<file path="src/sv/rbba_pkg.sv">
// Shared types and constants for the rotated bounding box accumulator.
package rbba_pkg;

   localparam int NUM_SLOTS   = 12;
   localparam int COORD_W     = 32;
   localparam int BOUND_W     = 33;
   localparam int SLOT_IDX_W  = 4;
   localparam int THRESH_W    = 16;
   localparam int DIM_W       = 3;
   localparam int CSR_INDEX_W = 2;
   localparam int CSR_DATA_W  = 16;

   localparam logic [DIM_W-1:0]    DIM_RESET    = 3'd3;
   localparam logic [THRESH_W-1:0] THRESH_RESET = '0;

   typedef logic signed [BOUND_W-1:0] bound_type;
   typedef bound_type slot_vec_type [NUM_SLOTS];
   typedef logic [SLOT_IDX_W-1:0] slot_idx_type;

   typedef enum logic [CSR_INDEX_W-1:0] {
      CSR_DIMENSION       = 2'd0,
      CSR_NOISE_THRESHOLD = 2'd1
   } csr_index_type;

   // Control into the bound accumulator.
   typedef struct packed {
      logic                 update;
      logic                 last;
      logic [NUM_SLOTS-1:0] used;
   } acc_ctrl_type;

   // Control into the result buffer.
   typedef struct packed {
      logic         load;
      slot_idx_type count;
      logic         dim_one;
   } snap_ctrl_type;

endpackage

</file>
<file path="src/sv/rbba_bound_acc.sv">
// Running per-slot minimum and maximum with first-vertex initialization.
module rbba_bound_acc import rbba_pkg::*; (
   input  logic         clock,
   input  logic         reset,
   input  acc_ctrl_type ctrl,
   input  slot_vec_type slot_val,
   output slot_vec_type bound_min_in,
   output slot_vec_type bound_max_in
);

   slot_vec_type bound_min_ff;
   slot_vec_type bound_max_ff;
   logic         first_ff;
   logic         first_in;

   always_comb begin
      first_in = first_ff;
      for (int i = 0; i < NUM_SLOTS; i++) begin
         bound_min_in[i] = bound_min_ff[i];
         bound_max_in[i] = bound_max_ff[i];
      end
      if (ctrl.update) begin
         first_in = ctrl.last;
         for (int i = 0; i < NUM_SLOTS; i++) begin
            if (first_ff) begin
               bound_min_in[i] = slot_val[i];
               bound_max_in[i] = slot_val[i];
            end else if (ctrl.used[i]) begin
               if (slot_val[i] < bound_min_ff[i]) begin
                  bound_min_in[i] = slot_val[i];
               end
               if (slot_val[i] > bound_max_ff[i]) begin
                  bound_max_in[i] = slot_val[i];
               end
            end
         end
      end
   end

   always_ff @(posedge clock) begin
      if (reset) begin
         first_ff <= 1'b1;
      end else begin
         first_ff <= first_in;
      end
   end

   always_ff @(posedge clock) begin
      for (int i = 0; i < NUM_SLOTS; i++) begin
         bound_min_ff[i] <= bound_min_in[i];
         bound_max_ff[i] <= bound_max_in[i];
      end
   end

endmodule

</file>
<file path="config.mk">
export PLATFORM = sky130hd
export DESIGN_NAME = rbba_bound_acc
export DESIGN_NICKNAME = d
export VERILOG_FILES = /design/src/sv/rbba_pkg.sv /design/src/sv/rbba_bound_acc.sv
export SDC_FILE = /design/constraint.sdc
export NUM_CORES = 2
export LEC_CHECK = 0
export BUFFER_PORTS_ARGS = -buffer_cell sky130_fd_sc_hd__buf_2
export CAP_MARGIN = 25
export CORE_AREA = 10 10 464 466
export CTS_CLUSTER_DIAMETER = 150
export CTS_CLUSTER_SIZE = 25
export DETAILED_ROUTE_END_ITERATION = 16
export DIE_AREA = 0 0 474 476
export HOLD_SLACK_MARGIN = 0.06
export PLACE_DENSITY = 0.49
export SLEW_MARGIN = 0
export SYNTH_ARGS = -nofsm -noshare
export SYNTH_HDL_FRONTEND = slang
export SYNTH_SLANG_ARGS = --single-unit
</file>
<file path="constraint.sdc">
create_clock -name clock -period 5.1 [get_ports clock]
set_input_delay 1.275 -clock clock [delete_from_list [all_inputs] [get_ports clock]]
set_output_delay 1.275 -clock clock [all_outputs]
set_load 0.1 [all_outputs]
</file>
==> parameters.txt <==
Parameter                              Value

GRT
  GRT Overall Usage ... 0.203
  Pin count of the biggest net entering global routing ... 30
  Global-route wire length before repair ... 331,000 um
  Via count of the first global-routing pass ... between 40,000 and 50,000
  Initial antenna violation count ... roughly 140
  Gr ovfl total ... 0

Placed design
  Hpwl dp ... 199,000 um
  Cells after DPL ... 8,797
  Routability Congestion ... 0.964
  Number of buffer cells added on primary ports ... 1,203
  Placed standard-cell area ... between 60,000 and 70,000 um^2

Power and ir drop
  Internal power ... 21.8 mW
  Switching Share ... 0.532
  Fraction of power consumed by the clock network ... 0.091
  Leakage power ... 38.7 nW
  Total power after layout ... 46.5 mW
  Relative contribution of combinational cells to total power ... 0.720
  Switching power ... 24.7 mW
  Peak VDD IR ... 0.548 mV
  Total power per unit cell area ... 585 nW/um^2
  Seq pwr share ... 0.189

Setup path
  Largest incremental delay on the critical path ... 0.33 ns
  Reg2reg setup slack ... 2.01 ns
  Element type at the critical path end ... output port
  Type of the worst setup path ... in2out
  Slowest cell on the critical path ... sky130_fd_sc_hd__mux2_4
  Setup crit start ... slot_val[134]
  Reg2reg start ... bound_min_ff[1][102]
  Cells traversed along the worst timing path ... buf_8, ha_4, a211oi_2, nor3_2, o31ai_4, o211ai_1, a21o_1, xor2_2, a31oi_4, buf_12, buf_12, buf_16, mux2_4, buf_12
  CP Buf/Inv Count ... 5
  Reg2Reg Depth ... 13
  Maximum fanout count along the critical path ... 7
  Crit. path cell count ... 14
  Family with the most delay on the worst path ... compound AO/OA/AOI/OAI gates
  Worst R2R End ... bound_min_ff[1][117]
  Critical path startpoint category ... input port
  Arr. time, crit path ... about 4.0 ns
  Worst setup path endpoint ... bound_min_in[144]
  Most numerous cell on the critical path ... sky130_fd_sc_hd__buf_12
  WP data required ... 3.83 ns

Routing
  Count of unresolved DRC violations after routing ... 0
  Total routed wirelength ... ~250,000 um
  Post-route ant nets ... 0
  Vias after detailed routing ... 41,900
  Detailed-routing iteration count for the pre-antenna-repair pass ... 5
  Number of design-rule violations left by the first detailed-router iteration ... roughly 2,500
  Routed wirelength normalized by instance count ... 27.1 um
  Vias per Instance ... 4.63

Floorplan
  Core area ... 206,000 um^2
  Overall die width ... between 400 and 500 um
  Initial core utilization ... 0.221
  Die Height ... 476 um
  I/O pin cnt ... 1,204
  Die Outline Area ... between 200,000 and 250,000 um^2
  Num rows ... 167

Synthesis
  Average instance area after synthesis ... around 10 um^2
  Total of warnings raised by yosys ... 0
  Number of library cell types mapped by synthesis ... 66
  Area of the mapped netlist ... approximately 46,000 um^2
  Cells after synthesis ... 4,544
  Post-synth EDFFs ... 0
  Nets in the synthesized netlist ... 5,736
  Total of flip-flops plus latches after synthesis ... 793
  Dominant synthesized flop cell ... sky130_fd_sc_hd__dfxtp_1
  Fraction of registers with async set or reset after synthesis ... 0
  Sequential fraction of the synthesis area ... 0.348

Timing
  Portion of the clock cycle consumed by the worst path in the final layout ... 1.03
  Final-report max-slew violation count ... 0
  Final count of negative-setup-slack endpoints ... about 160
  RSZ-0062 raised after global routing ... yes
  Final TNS setup ... -8.82 ns
  Final hold viol count ... 0
  Min Tclk post-route ... 5.28 ns
  Worst slew pin tran ... 0.750 ns
  Final setup slack of the worst path ... -0.176 ns
  Clock skew after layout ... 0.0381 ns
  Worst rel slew slack ... 0.495
  F_max ... around 190 MHz

Clock network
  H-tree depth ... 2
  Number of clock sinks ... 793
  Clock latency at the later pin of the worst-skew pair ... 0.70 ns
  CTS hold repair buffers ... 0
  Num CTS Buffers ... 42
  Clock root cell ... sky130_fd_sc_hd__clkbuf_16
  Maximum count of clock buffers along a single path ... 3
  TritonCTS clock tree ... yes
  Clock-pin slew on the worst setup and hold paths ... 0.11 ns

Outcome
  Status ... finished with violations
  Violated checks ... negative setup slack

Layout
  Multi-input gate area ... 31,700 um^2
  Fraction of layout instances using a drive strength above 1 ... 0.484
  Final design area excluding fillers ... 79,600 um^2
  Area occupied by registers ... 15,900 um^2
  Filler cell count in the final layout ... 19,800
  Area grow syn2layout ... 74.6%
  Final-stage net count ... 7,481
  Count of non-filler cells in the finished layout ... between 9,000 and 10,000

Hold path
  Min-delay worst type ... reg2reg

Run
  Max_cap viols ... 0
[placed cells by master (no fill, tap or decap), types with 11 or more instances in the layout]
cell type,count
sky130_fd_sc_hd__buf_6,196
sky130_fd_sc_hd__nor2_2,11
sky130_fd_sc_hd__inv_1,801
sky130_fd_sc_hd__a21oi_2,39
sky130_fd_sc_hd__ha_4,179
sky130_fd_sc_hd__buf_2,317
sky130_fd_sc_hd__diode_2,48
sky130_fd_sc_hd__mux2_2,259
sky130_fd_sc_hd__buf_12,773
sky130_fd_sc_hd__a22o_1,12
sky130_fd_sc_hd__nand2b_1,16
sky130_fd_sc_hd__mux2_4,487
sky130_fd_sc_hd__mux2_1,12
sky130_fd_sc_hd__buf_16,22
sky130_fd_sc_hd__nand3_1,67
sky130_fd_sc_hd__nor3_1,18
sky130_fd_sc_hd__o211ai_1,13
sky130_fd_sc_hd__a21o_1,180
sky130_fd_sc_hd__nand4_1,138
sky130_fd_sc_hd__nor2b_1,14
sky130_fd_sc_hd__nor2_1,65
sky130_fd_sc_hd__o21ai_4,20
sky130_fd_sc_hd__nand2_1,120
sky130_fd_sc_hd__a21oi_1,219
sky130_fd_sc_hd__buf_4,421
sky130_fd_sc_hd__clkbuf_16,66
sky130_fd_sc_hd__a211oi_2,18
sky130_fd_sc_hd__o21ai_1,37
sky130_fd_sc_hd__o21ai_0,61
sky130_fd_sc_hd__buf_8,36
sky130_fd_sc_hd__dfxtp_1,791
sky130_fd_sc_hd__o21ai_2,30
sky130_fd_sc_hd__nand2_2,23
sky130_fd_sc_hd__ha_1,596
[flip-flops by register name, summed over array words and instances, names as in the netlist]
signal        cells
bound_max_ff    396
bound_min_ff    396
first_ff          1
[power by group through the flow]
| stage | registers, mW | clock network, mW | logic, mW |
|---|---|---|---|
| detailed placement | 8.85 | 0 | 29.1 |
| floorplan | 8.55 | 0 | 18.9 |
| global route | 8.99 | 4.57 | 34.7 |
| global placement | 8.81 | 0 | 29.0 |
| CTS | 8.75 | 4.43 | 32.2 |
| finish | 8.80 | 4.24 | 33.5 |
[metrics by stage]
| stage | hold slack, ns | worst slack [ns] | utilization |
|---|---|---|---|
| 6_report | 0.512 | -0.176 | 0.386 |
| 5_1_grt | 0.530 | -0.245 | 0.386 |
| 4_1_cts | 0.520 | -0.216 | 0.368 |
| 3_5_place_dp | 0.476 | -0.880 | 0.321 |
| 3_3_place_gp | 0.473 | -1.21 | 0.321 |
| 2_1_floorplan | 0.902 | 0.00844 | - |
[synth_stat cells, types with 7 or more instances]
cell	n	area (um^2)
sky130_fd_sc_hd__o2111ai_1	8	70.1
sky130_fd_sc_hd__o21a_1	8	60.1
sky130_fd_sc_hd__a22o_1	12	105
sky130_fd_sc_hd__a21o_1	180	1350
sky130_fd_sc_hd__a21oi_1	266	1330
sky130_fd_sc_hd__o21ai_0	131	656
sky130_fd_sc_hd__ha_1	780	9760
sky130_fd_sc_hd__nor2b_1	15	93.8
sky130_fd_sc_hd__o211ai_1	13	97.6
sky130_fd_sc_hd__and4_1	12	105
sky130_fd_sc_hd__a211oi_1	31	233
sky130_fd_sc_hd__nor2_1	80	300
sky130_fd_sc_hd__nand2_1	147	552
sky130_fd_sc_hd__buf_6	11	124
sky130_fd_sc_hd__mux2_1	78	878
sky130_fd_sc_hd__buf_2	42	210
sky130_fd_sc_hd__nand2b_1	16	100
sky130_fd_sc_hd__o221ai_1	12	105
sky130_fd_sc_hd__nand3_1	74	370
sky130_fd_sc_hd__inv_1	801	3010
sky130_fd_sc_hd__o31ai_1	8	60.1
sky130_fd_sc_hd__nor3_1	27	135
sky130_fd_sc_hd__a221oi_1	7	61.3
sky130_fd_sc_hd__or3_1	7	43.8
sky130_fd_sc_hd__nand4_1	138	863
sky130_fd_sc_hd__a221o_1	19	190
sky130_fd_sc_hd__o21ai_1	13	65.1
sky130_fd_sc_hd__mux2_2	680	7660
sky130_fd_sc_hd__dfxtp_1	793	15900
sky130_fd_sc_hd__buf_4	24	180
sky130_fd_sc_hd__nor4_1	19	119
sky130_fd_sc_hd__a31oi_1	9	56.3
sky130_fd_sc_hd__clkbuf_1	11	41.3
[area by class of cell]
class                   count  area share
clock buffers              45      0.0142
repair buffers           1790       0.303
inverters                 801      0.0378
clock inverters            11     0.00226
diodes                     48     0.00151
well taps                2704      0.0425
multi-input cells        2861       0.399
flip-flops and latches    793       0.200
[cells by family (layout without fill, tap and decap cells)]
group	count (synthesis)	count (layout)	synth area share
xor gates and xnor gates	1	1	0.000192
other	0	48	0
AOI/OAI and AO/OA	754	754	0.107
DFF	793	793	0.348
and+or+nand+nor	567	568	0.0646
adders and majority gates	780	780	0.214
buffers and inverters	891	2647	0.0784
muxes	758	758	0.187
[worst min-delay path, stage by stage, from the launching register on]
cell and delay, ns:
sky130_fd_sc_hd__dfxtp_1 0.34, sky130_fd_sc_hd__o21ai_2 0.06, sky130_fd_sc_hd__nand2_2 0.07
[how the worst min path moves through the flow]
stage | startpoint | end | slack [ns] | cells after the start
after CTS | bound_min_ff[2][116] | bound_min_ff[2][116] | 0.52 | 1
after global routing | bound_min_ff[2][8] | bound_min_ff[2][8] | 0.53 | 2
after floorplan | bound_min_ff[2][10] | bound_min_ff[2][10] | 0.90 | 2
after global placement | bound_max_ff[0][84] | bound_max_ff[0][84] | 0.47 | 1
after detailed placement | bound_max_ff[0][79] | bound_max_ff[0][79] | 0.48 | 1
final | bound_min_ff[2][10] | bound_min_ff[2][10] | 0.51 | 2
[routing by layer]
metal  up-vias  track usage  wire length [um]
li1      19500            -                 -
met1     20500        0.245             99700
met2      1495        0.328            110000
met3       386       0.0768             24200
met4        96       0.0725             10800
met5         -            0               636
[repair_timing]
| item | 4_1_cts | 5_1_grt |
|---|---|---|
| gates cloned | 41 | 21 |
| gates resized for setup | 1698 | 678 |
| endpoints found under the setup margin | 729 | 760 |
| pin swaps | 160 | 199 |
| setup buffers | 84 | 48 |
(Power assumes the default switching activity.)
