--- config.mk ---
export PLATFORM = sky130hd
export DESIGN_NAME = rbba_slot_calc
export DESIGN_NICKNAME = d
export VERILOG_FILES = /design/src/sv/rbba_pkg.sv /design/src/sv/rbba_slot_calc.sv
export SDC_FILE = /design/constraint.sdc
export NUM_CORES = 2
export LEC_CHECK = 0
export BUFFER_PORTS_ARGS = -buffer_cell sky130_fd_sc_hd__buf_2
export CORE_MARGIN = 2
export CORE_UTILIZATION = 56
export DETAILED_ROUTE_END_ITERATION = 16
export PLACE_DENSITY = 0.91
export SLEW_MARGIN = 25
export SYNTH_ARGS = -nofsm -noshare
export SYNTH_HDL_FRONTEND = slang
export SYNTH_SLANG_ARGS = --single-unit
--- constraint.sdc ---
create_clock -name vclk -period 10.83
set_clock_uncertainty 0.2 [all_clocks]
set_input_delay 1.6245 -clock vclk [all_inputs]
set_output_delay 1.6245 -clock vclk [all_outputs]
set_load 0.02 [all_outputs]
--- src/sv/rbba_pkg.sv ---
// Shared types and constants for the rotated bounding box accumulator.
package rbba_pkg;

   localparam int NUM_SLOTS   = 12;
   localparam int COORD_W     = 32;
   localparam int BOUND_W     = 33;
   localparam int SLOT_IDX_W  = 4;
   localparam int THRESH_W    = 16;
   localparam int DIM_W       = 3;
   localparam int CSR_INDEX_W = 2;
   localparam int CSR_DATA_W  = 16;

   localparam logic [DIM_W-1:0]    DIM_RESET    = 3'd3;
   localparam logic [THRESH_W-1:0] THRESH_RESET = '0;

   typedef logic signed [BOUND_W-1:0] bound_type;
   typedef bound_type slot_vec_type [NUM_SLOTS];
   typedef logic [SLOT_IDX_W-1:0] slot_idx_type;

   typedef enum logic [CSR_INDEX_W-1:0] {
      CSR_DIMENSION       = 2'd0,
      CSR_NOISE_THRESHOLD = 2'd1
   } csr_index_type;

   // Control into the bound accumulator.
   typedef struct packed {
      logic                 update;
      logic                 last;
      logic [NUM_SLOTS-1:0] used;
   } acc_ctrl_type;

   // Control into the result buffer.
   typedef struct packed {
      logic         load;
      slot_idx_type count;
      logic         dim_one;
   } snap_ctrl_type;

endpackage

--- src/sv/rbba_slot_calc.sv ---
// Slot value generation: axis values and 45-degree rotated projections of one vertex.
module rbba_slot_calc import rbba_pkg::*; #(
   parameter int MAX_DIM   = 4,
   parameter int FRAC_BITS = 16
) (
   input  logic [DIM_W-1:0]          dimension,
   input  logic signed [COORD_W-1:0] coord_x,
   input  logic signed [COORD_W-1:0] coord_y,
   input  logic signed [COORD_W-1:0] coord_z,
   input  logic signed [COORD_W-1:0] coord_w,
   output slot_vec_type              slot_val,
   output slot_idx_type              slot_count,
   output logic [NUM_SLOTS-1:0]      slot_used,
   output logic                      dim_one
);

   // 1/sqrt(2) in Q0.24, rounded to nearest at FRAC_BITS fraction bits
   localparam int K_Q24   = 11863283;
   localparam int ROT_K   = (((K_Q24 * 2) >> (24 - FRAC_BITS)) + 1) >> 1;
   localparam int PROD_W  = COORD_W + FRAC_BITS + 1;
   localparam int SUM_W   = PROD_W + 1;
   localparam int DIM_CAP = (MAX_DIM < 4) ? MAX_DIM : 4;
   localparam logic signed [FRAC_BITS:0] K_S = (FRAC_BITS + 1)'(ROT_K);

   logic signed [PROD_W-1:0] prod_x;
   logic signed [PROD_W-1:0] prod_y;
   logic signed [PROD_W-1:0] prod_z;
   bound_type                cx;
   bound_type                cy;
   bound_type                cz;
   bound_type                cw;
   logic [DIM_W-1:0]         eff_dim;

   // Sum or difference of two scaled coordinates, floored back to Q17.16.
   function automatic bound_type rot(input logic signed [PROD_W-1:0] pa,
                                     input logic signed [PROD_W-1:0] pb,
                                     input logic neg);
      logic signed [SUM_W-1:0] s;
      if (neg) begin
         s = SUM_W'(pa) - SUM_W'(pb);
      end else begin
         s = SUM_W'(pa) + SUM_W'(pb);
      end
      return BOUND_W'(s >>> FRAC_BITS);
   endfunction

   assign prod_x = PROD_W'(coord_x) * PROD_W'(K_S);
   assign prod_y = PROD_W'(coord_y) * PROD_W'(K_S);
   assign prod_z = PROD_W'(coord_z) * PROD_W'(K_S);

   assign cx = BOUND_W'(coord_x);
   assign cy = BOUND_W'(coord_y);
   assign cz = BOUND_W'(coord_z);
   assign cw = BOUND_W'(coord_w);

   // Zero acts as one; clamp at the supported coordinate count.
   always_comb begin
      eff_dim = dimension;
      if (eff_dim == '0) begin
         eff_dim = DIM_W'(1);
      end
      if (int'(eff_dim) > DIM_CAP) begin
         eff_dim = DIM_W'(DIM_CAP);
      end
   end

   assign dim_one = (eff_dim == DIM_W'(1));

   always_comb begin
      for (int i = 0; i < NUM_SLOTS; i++) begin
         slot_val[i] = '0;
      end
      slot_used  = '0;
      slot_count = '0;
      unique case (eff_dim)
         3'd3: begin
            slot_val[0]  = cx;
            slot_val[1]  = cy;
            slot_val[2]  = cz;
            slot_val[3]  = cx;
            slot_val[4]  = rot(prod_y, prod_z, 1'b1);
            slot_val[5]  = rot(prod_y, prod_z, 1'b0);
            slot_val[6]  = rot(prod_x, prod_z, 1'b1);
            slot_val[7]  = cy;
            slot_val[8]  = rot(prod_x, prod_z, 1'b0);
            slot_val[9]  = rot(prod_x, prod_y, 1'b1);
            slot_val[10] = rot(prod_x, prod_y, 1'b0);
            slot_val[11] = cz;
            slot_used    = '1;
            slot_count   = SLOT_IDX_W'(NUM_SLOTS);
         end
         3'd2: begin
            slot_val[0] = cx;
            slot_val[1] = cy;
            slot_val[2] = rot(prod_x, prod_y, 1'b1);
            slot_val[3] = rot(prod_x, prod_y, 1'b0);
            slot_used   = NUM_SLOTS'(4'hf);
            slot_count  = SLOT_IDX_W'(4);
         end
         default: begin
            // plain box, one slot per coordinate
            slot_val[0] = cx;
            slot_used   = NUM_SLOTS'(1);
            slot_count  = SLOT_IDX_W'(1);
            if (eff_dim == DIM_W'(4)) begin
               slot_val[1] = cy;
               slot_val[2] = cz;
               slot_val[3] = cw;
               slot_used   = NUM_SLOTS'(4'hf);
               slot_count  = SLOT_IDX_W'(4);
            end
         end
      endcase
   end

endmodule

==> impl_metrics.xml, run 1 <==
<?xml version="1.0" encoding="UTF-8"?>
<metrics>
  <group name="synth">
    <metric name="syn-cell-area" unit="µm²">42100</metric>
    <metric name="synthesis.instances" unit="">5377</metric>
    <metric name="yosysMostFrequentCell" unit="">inv_1</metric>
    <metric name="avgSynthCellArea" unit="µm²">7.83</metric>
    <metric name="number_of_warning_messages_in_the_yosys_log" unit="">0</metric>
    <metric name="ys_top_cells_by_area" unit="">ha_1 (28%), fa_1 (23%), inv_1 (11%)</metric>
    <metric name="ys_seq_area_share" unit="%">0</metric>
    <metric name="synth_top_area_cell" unit="">ha_1</metric>
    <metric name="postSynthNetCount" unit="">6945</metric>
    <metric name="yosys.area.top_type_share" unit="%">28.4</metric>
    <metric name="synthDistinctLibCells" unit="">90</metric>
    <metric name="synth_top_cells_by_count" unit="">inv_1 (1207), ha_1 (955), fa_1 (482)</metric>
  </group>
  <group name="die">
    <metric name="ioPinCount" unit="">544</metric>
    <metric name="floorplan.die.width" unit="µm">278</metric>
    <metric name="die_height" unit="µm">278</metric>
    <metric name="start_util" unit="%">56.5</metric>
    <metric name="std_cell_rows" unit="">100</metric>
  </group>
  <group name="global_routing">
    <metric name="grt_overflow" unit="">430</metric>
    <metric name="pin_count_of_the_biggest_net_entering_global_routing" unit="">92</metric>
    <metric name="grt_pass1_wl" unit="µm">432000</metric>
    <metric name="grt_usage" unit="%">73.6</metric>
    <metric name="grt_pass1_vias" unit="">64600</metric>
  </group>
  <group name="placed_design">
    <metric name="post-dp-hpwl" unit="µm">148000</metric>
    <metric name="dpl.cell_count" unit="">7770</metric>
    <metric name="globalplace.congestion" unit="">1.19</metric>
    <metric name="placedInstanceArea" unit="µm²">53400</metric>
    <metric name="port_buffers" unit="">542</metric>
  </group>
  <group name="run_status">
    <metric name="error_message" unit="">[ERROR GRT-0116] Global routing finished with congestion. Check the congestion regions in the DRC Viewer.</metric>
    <metric name="status" unit="">aborted with a tool error</metric>
    <metric name="flow.stopped_at" unit="">global routing (5_1_grt)</metric>
  </group>
  <group name="clock_network">
    <metric name="ctsHoldBuffers" unit="">0</metric>
  </group>
</metrics>
==> repair_timing <==
action | CTS
resized for setup | 706
setup buffers | 123
cloned | 0
setup endpoints to repair | 146
pin swaps | 267
==> metrics by stage <==
step	worst slack (ns)	util [%]
floorplan	-0.391	-
global placement	-0.778	71.8
detailed placement	-1.08	71.8
CTS	-0.877	77.4
==> kinds of logic after synthesis <==
group	Yosys count	synth area share [%]
fa+ha+maj	1437	51.3
buf+inv	1417	13.1
simple gates	1109	12.3
compound gates	1087	16.4
xor+xnor	317	6.68
mux	8	0.193
other cells	2	0.0178
==> layer usage <==
layer / GRT usage, % / overflow
met5: 44.1 / 2
met4: 71.4 / 170
met3: 65.0 / 13
met2: 86.7 / 229
met1: 71.6 / 16
==> run 2, diff against run 1 <==
- CORE_UTILIZATION: 56 -> 40
- PLACE_DENSITY: 0.91 -> unset
- PLACE_DENSITY_LB_ADDON: unset -> 0.15
- clock period: 10.83 -> 14.1 ns (I/O delays scaled with it)
==> run 2 against run 1 <==
Effect of this change: the run now ends clean; synthesized area did not move; synthesized cell count did not move.
==> impl_metrics.xml, run 2 <==
<?xml version="1.0" encoding="UTF-8"?>
<metrics>
  <group name="placed_design">
    <metric name="post-dp-hpwl" unit="µm">139000</metric>
    <metric name="port_buffers" unit="">542</metric>
    <metric name="globalplace.congestion" unit="">0.997</metric>
  </group>
  <group name="worst_setup_path">
    <metric name="crit_slowest_cell" unit="">fa_1</metric>
    <metric name="timing.critical_path.from_type" unit="">primary input</metric>
    <metric name="worst_ep_required_time" unit="ns">11.78</metric>
    <metric name="critical_path.max_stage_delay" unit="ns">0.52</metric>
    <metric name="timing.critical_path.arrival" unit="ns">11.21</metric>
    <metric name="setup.worst_path.class" unit="">primary input to primary output</metric>
    <metric name="worst-path-max-fanout" unit="">8</metric>
    <metric name="end_kind" unit="">primary output</metric>
    <metric name="crit_path_frequent_cell" unit="">fa_1</metric>
  </group>
  <group name="detailed_routing">
    <metric name="drt_first_pass_iters" unit="">6</metric>
    <metric name="initialDrtViolationCount" unit="">2479</metric>
    <metric name="wirelength" unit="µm">159000</metric>
    <metric name="final_antenna_net_count" unit="">0</metric>
    <metric name="via_per_inst" unit="">5.31</metric>
    <metric name="detailroute.via_count" unit="">38100</metric>
    <metric name="routed_wire_length_per_instance" unit="µm">22.2</metric>
    <metric name="drc_errors" unit="">0</metric>
  </group>
  <group name="min_path">
    <metric name="worstHoldPathCells" unit="">3</metric>
    <metric name="hold_path_startpoint" unit="">dimension[1]</metric>
    <metric name="holdCritPathClass" unit="">primary input to primary output</metric>
    <metric name="worst_hold_path.endpoint" unit="">dim_one</metric>
  </group>
  <group name="synth">
    <metric name="synth_top_cells_by_count" unit="">inv_1 (1207), ha_1 (955), fa_1 (482)</metric>
    <metric name="synth_adder_area_share" unit="%">51.3</metric>
    <metric name="synth_compound_area_share" unit="%">16.4</metric>
    <metric name="postSynthNetCount" unit="">6945</metric>
    <metric name="syn-cell-area" unit="µm²">42100</metric>
    <metric name="synth_top_family_by_area" unit="">adder cells</metric>
    <metric name="ys_top_cells_by_area" unit="">ha_1 (28%), fa_1 (23%), inv_1 (11%)</metric>
    <metric name="number_of_warning_messages_in_the_yosys_log" unit="">0</metric>
    <metric name="post_synthesis_xor_xnor_area_fraction" unit="%">6.68</metric>
    <metric name="yosysMostFrequentCell" unit="">inv_1</metric>
    <metric name="synthDistinctLibCells" unit="">90</metric>
    <metric name="muxShareOfSynthArea" unit="%">0.193</metric>
    <metric name="ys_seq_area_share" unit="%">0</metric>
    <metric name="synth_top_area_cell" unit="">ha_1</metric>
    <metric name="post_synth_simple_gate_area" unit="%">12.3</metric>
    <metric name="yosys.area.top_type_share" unit="%">28.4</metric>
    <metric name="synthesis.instances" unit="">5377</metric>
    <metric name="avgSynthCellArea" unit="µm²">7.83</metric>
  </group>
  <group name="final_layout">
    <metric name="n_sequential_cell" unit="">0</metric>
    <metric name="nClkBuffers" unit="">0</metric>
    <metric name="layout_commonest_cell" unit="">inv_1</metric>
    <metric name="most-common-layout-cells" unit="">inv_1 (1206), ha_1 (955), buf_2 (541), fa_1 (482), nor2_1 (450)</metric>
    <metric name="fillerInstances" unit="">11000</metric>
    <metric name="post_route_cells_drive_above_1_share" unit="%">11.5</metric>
    <metric name="area_growth" unit="%">9.66</metric>
    <metric name="nets" unit="">7351</metric>
    <metric name="seqCellArea" unit="µm²">0</metric>
  </group>
  <group name="sta">
    <metric name="final-hold-violation-count" unit="">0</metric>
    <metric name="fin_crit" unit="ns">13.53</metric>
    <metric name="fmax" unit="MHz">73.9</metric>
    <metric name="grt_setup_unrepaired" unit="">no</metric>
    <metric name="totalNegativeSetupSlack" unit="ns">0</metric>
    <metric name="timing_max_transition_violations_final" unit="">0</metric>
    <metric name="report.final.setup_viol" unit="">0</metric>
    <metric name="period_share" unit="%">95.9</metric>
    <metric name="hold_ws" unit="ns">4.36</metric>
    <metric name="worstMarginPinSlew" unit="ns">1.11</metric>
    <metric name="maxSlewHeadroom" unit="%">25.3</metric>
  </group>
  <group name="die">
    <metric name="die_height" unit="µm">328</metric>
    <metric name="std_cell_rows" unit="">119</metric>
    <metric name="floorplan.die_area" unit="µm²">108000</metric>
    <metric name="floorplan.die.width" unit="µm">328</metric>
    <metric name="start_util" unit="%">40.2</metric>
    <metric name="fp.coreArea" unit="µm²">105000</metric>
    <metric name="ioPinCount" unit="">544</metric>
  </group>
  <group name="run_status">
    <metric name="status" unit="">finished, final reports clean</metric>
  </group>
  <group name="global_routing">
    <metric name="pin_count_of_the_biggest_net_entering_global_routing" unit="">166</metric>
    <metric name="grt_pass1_vias" unit="">37500</metric>
    <metric name="grt_pass1_wl" unit="µm">236000</metric>
    <metric name="grt_usage" unit="%">28.8</metric>
    <metric name="grt_overflow" unit="">0</metric>
    <metric name="antenna_found_initial" unit="">6</metric>
  </group>
  <group name="clock_network">
    <metric name="ctsHoldBuffers" unit="">0</metric>
    <metric name="postCtsSetupBuffers" unit="">0</metric>
  </group>
  <group name="flow_run">
    <metric name="max_cap_violations" unit="">0</metric>
  </group>
</metrics>
-- run 2: repair_timing --
item | 4_1_cts | 5_1_grt
setup endpoints to repair | 0 | 3
gates resized for setup | 0 | 4
hold endpoints to repair | 0 | 0
-- run 2: per-layer routing --
layer,up-vias,track usage [%],routed length [µm],share of wire [%]
li1,18300,-,-,-
met1,18500,39.9,72300,45
met4,4,10.0,6640,4.2
met2,1085,47.0,71600,45
met3,193,2.49,8420,5.3
met5,-,0,27,0.017
-- run 2: stage by stage --
stage / setup WS, ns / std cells / util (%) / cell area [µm²]
final: 0.574 / 7175 / 44.0 / 46200
after global routing: 0.0131 / 7172 / 44.0 / 46200
after CTS: 0.478 / 7172 / 44.0 / 46100
after detailed placement: 0.503 / 7172 / 44.0 / 46100
after global placement: 0.513 / 7172 / 44.0 / 46100
after floorplan: 1.39 / 5377 / - / 42100
-- run 2: critical path: cells and delay by family --
kind,cells,cell delay [ns]
AOI/OAI and AO/OA,16,3.68
and+or+nand+nor,4,0.95
muxes,1,0.18
buffers and inverters,6,0.56
adders and majority gates,8,3.48
xor gates and xnor gates,1,0.24
-- run 2: cell type report --
class / instances / area, µm² / area share, %
Timing Repair Buffer: 611 / 3250 / 7.03
Tap cell: 1391 / 1740 / 3.77
Inverter: 1210 / 4540 / 9.84
Multi-Input combinational cell: 3960 / 36600 / 79.3
Antenna cell: 3 / 7.51 / 0.0163
-- run 2: worst max-delay path by stage --
stage	startpoint	end	slack (ns)	depth (start not counted)
after floorplan	coord_z[6]	slot_val[229]	1.39	35
after global placement	coord_y[12]	slot_val[329]	0.51	31
after detailed placement	coord_y[14]	slot_val[329]	0.50	31
after CTS	coord_y[13]	slot_val[329]	0.48	31
after global routing	coord_z[7]	slot_val[229]	0.01	36
final	coord_z[7]	slot_val[229]	0.57	36
-- run 2: kinds of logic (layout without fill, tap and decap cells) --
| kind of cell | count (synthesis) | after routing |
|---|---|---|
| adders and majority gates | 1437 | 1437 |
| muxes | 8 | 8 |
| other | 2 | 5 |
| xor gates and xnor gates | 317 | 317 |
| and+or+nand+nor | 1109 | 1109 |
| buffers and inverters | 1417 | 1821 |
| AOI/OAI and AO/OA | 1087 | 1087 |
Power of run 2 is left out: the tool's default activity adds up to more than one toggle a clock period on the data nets, which glitch-free logic cannot reach.
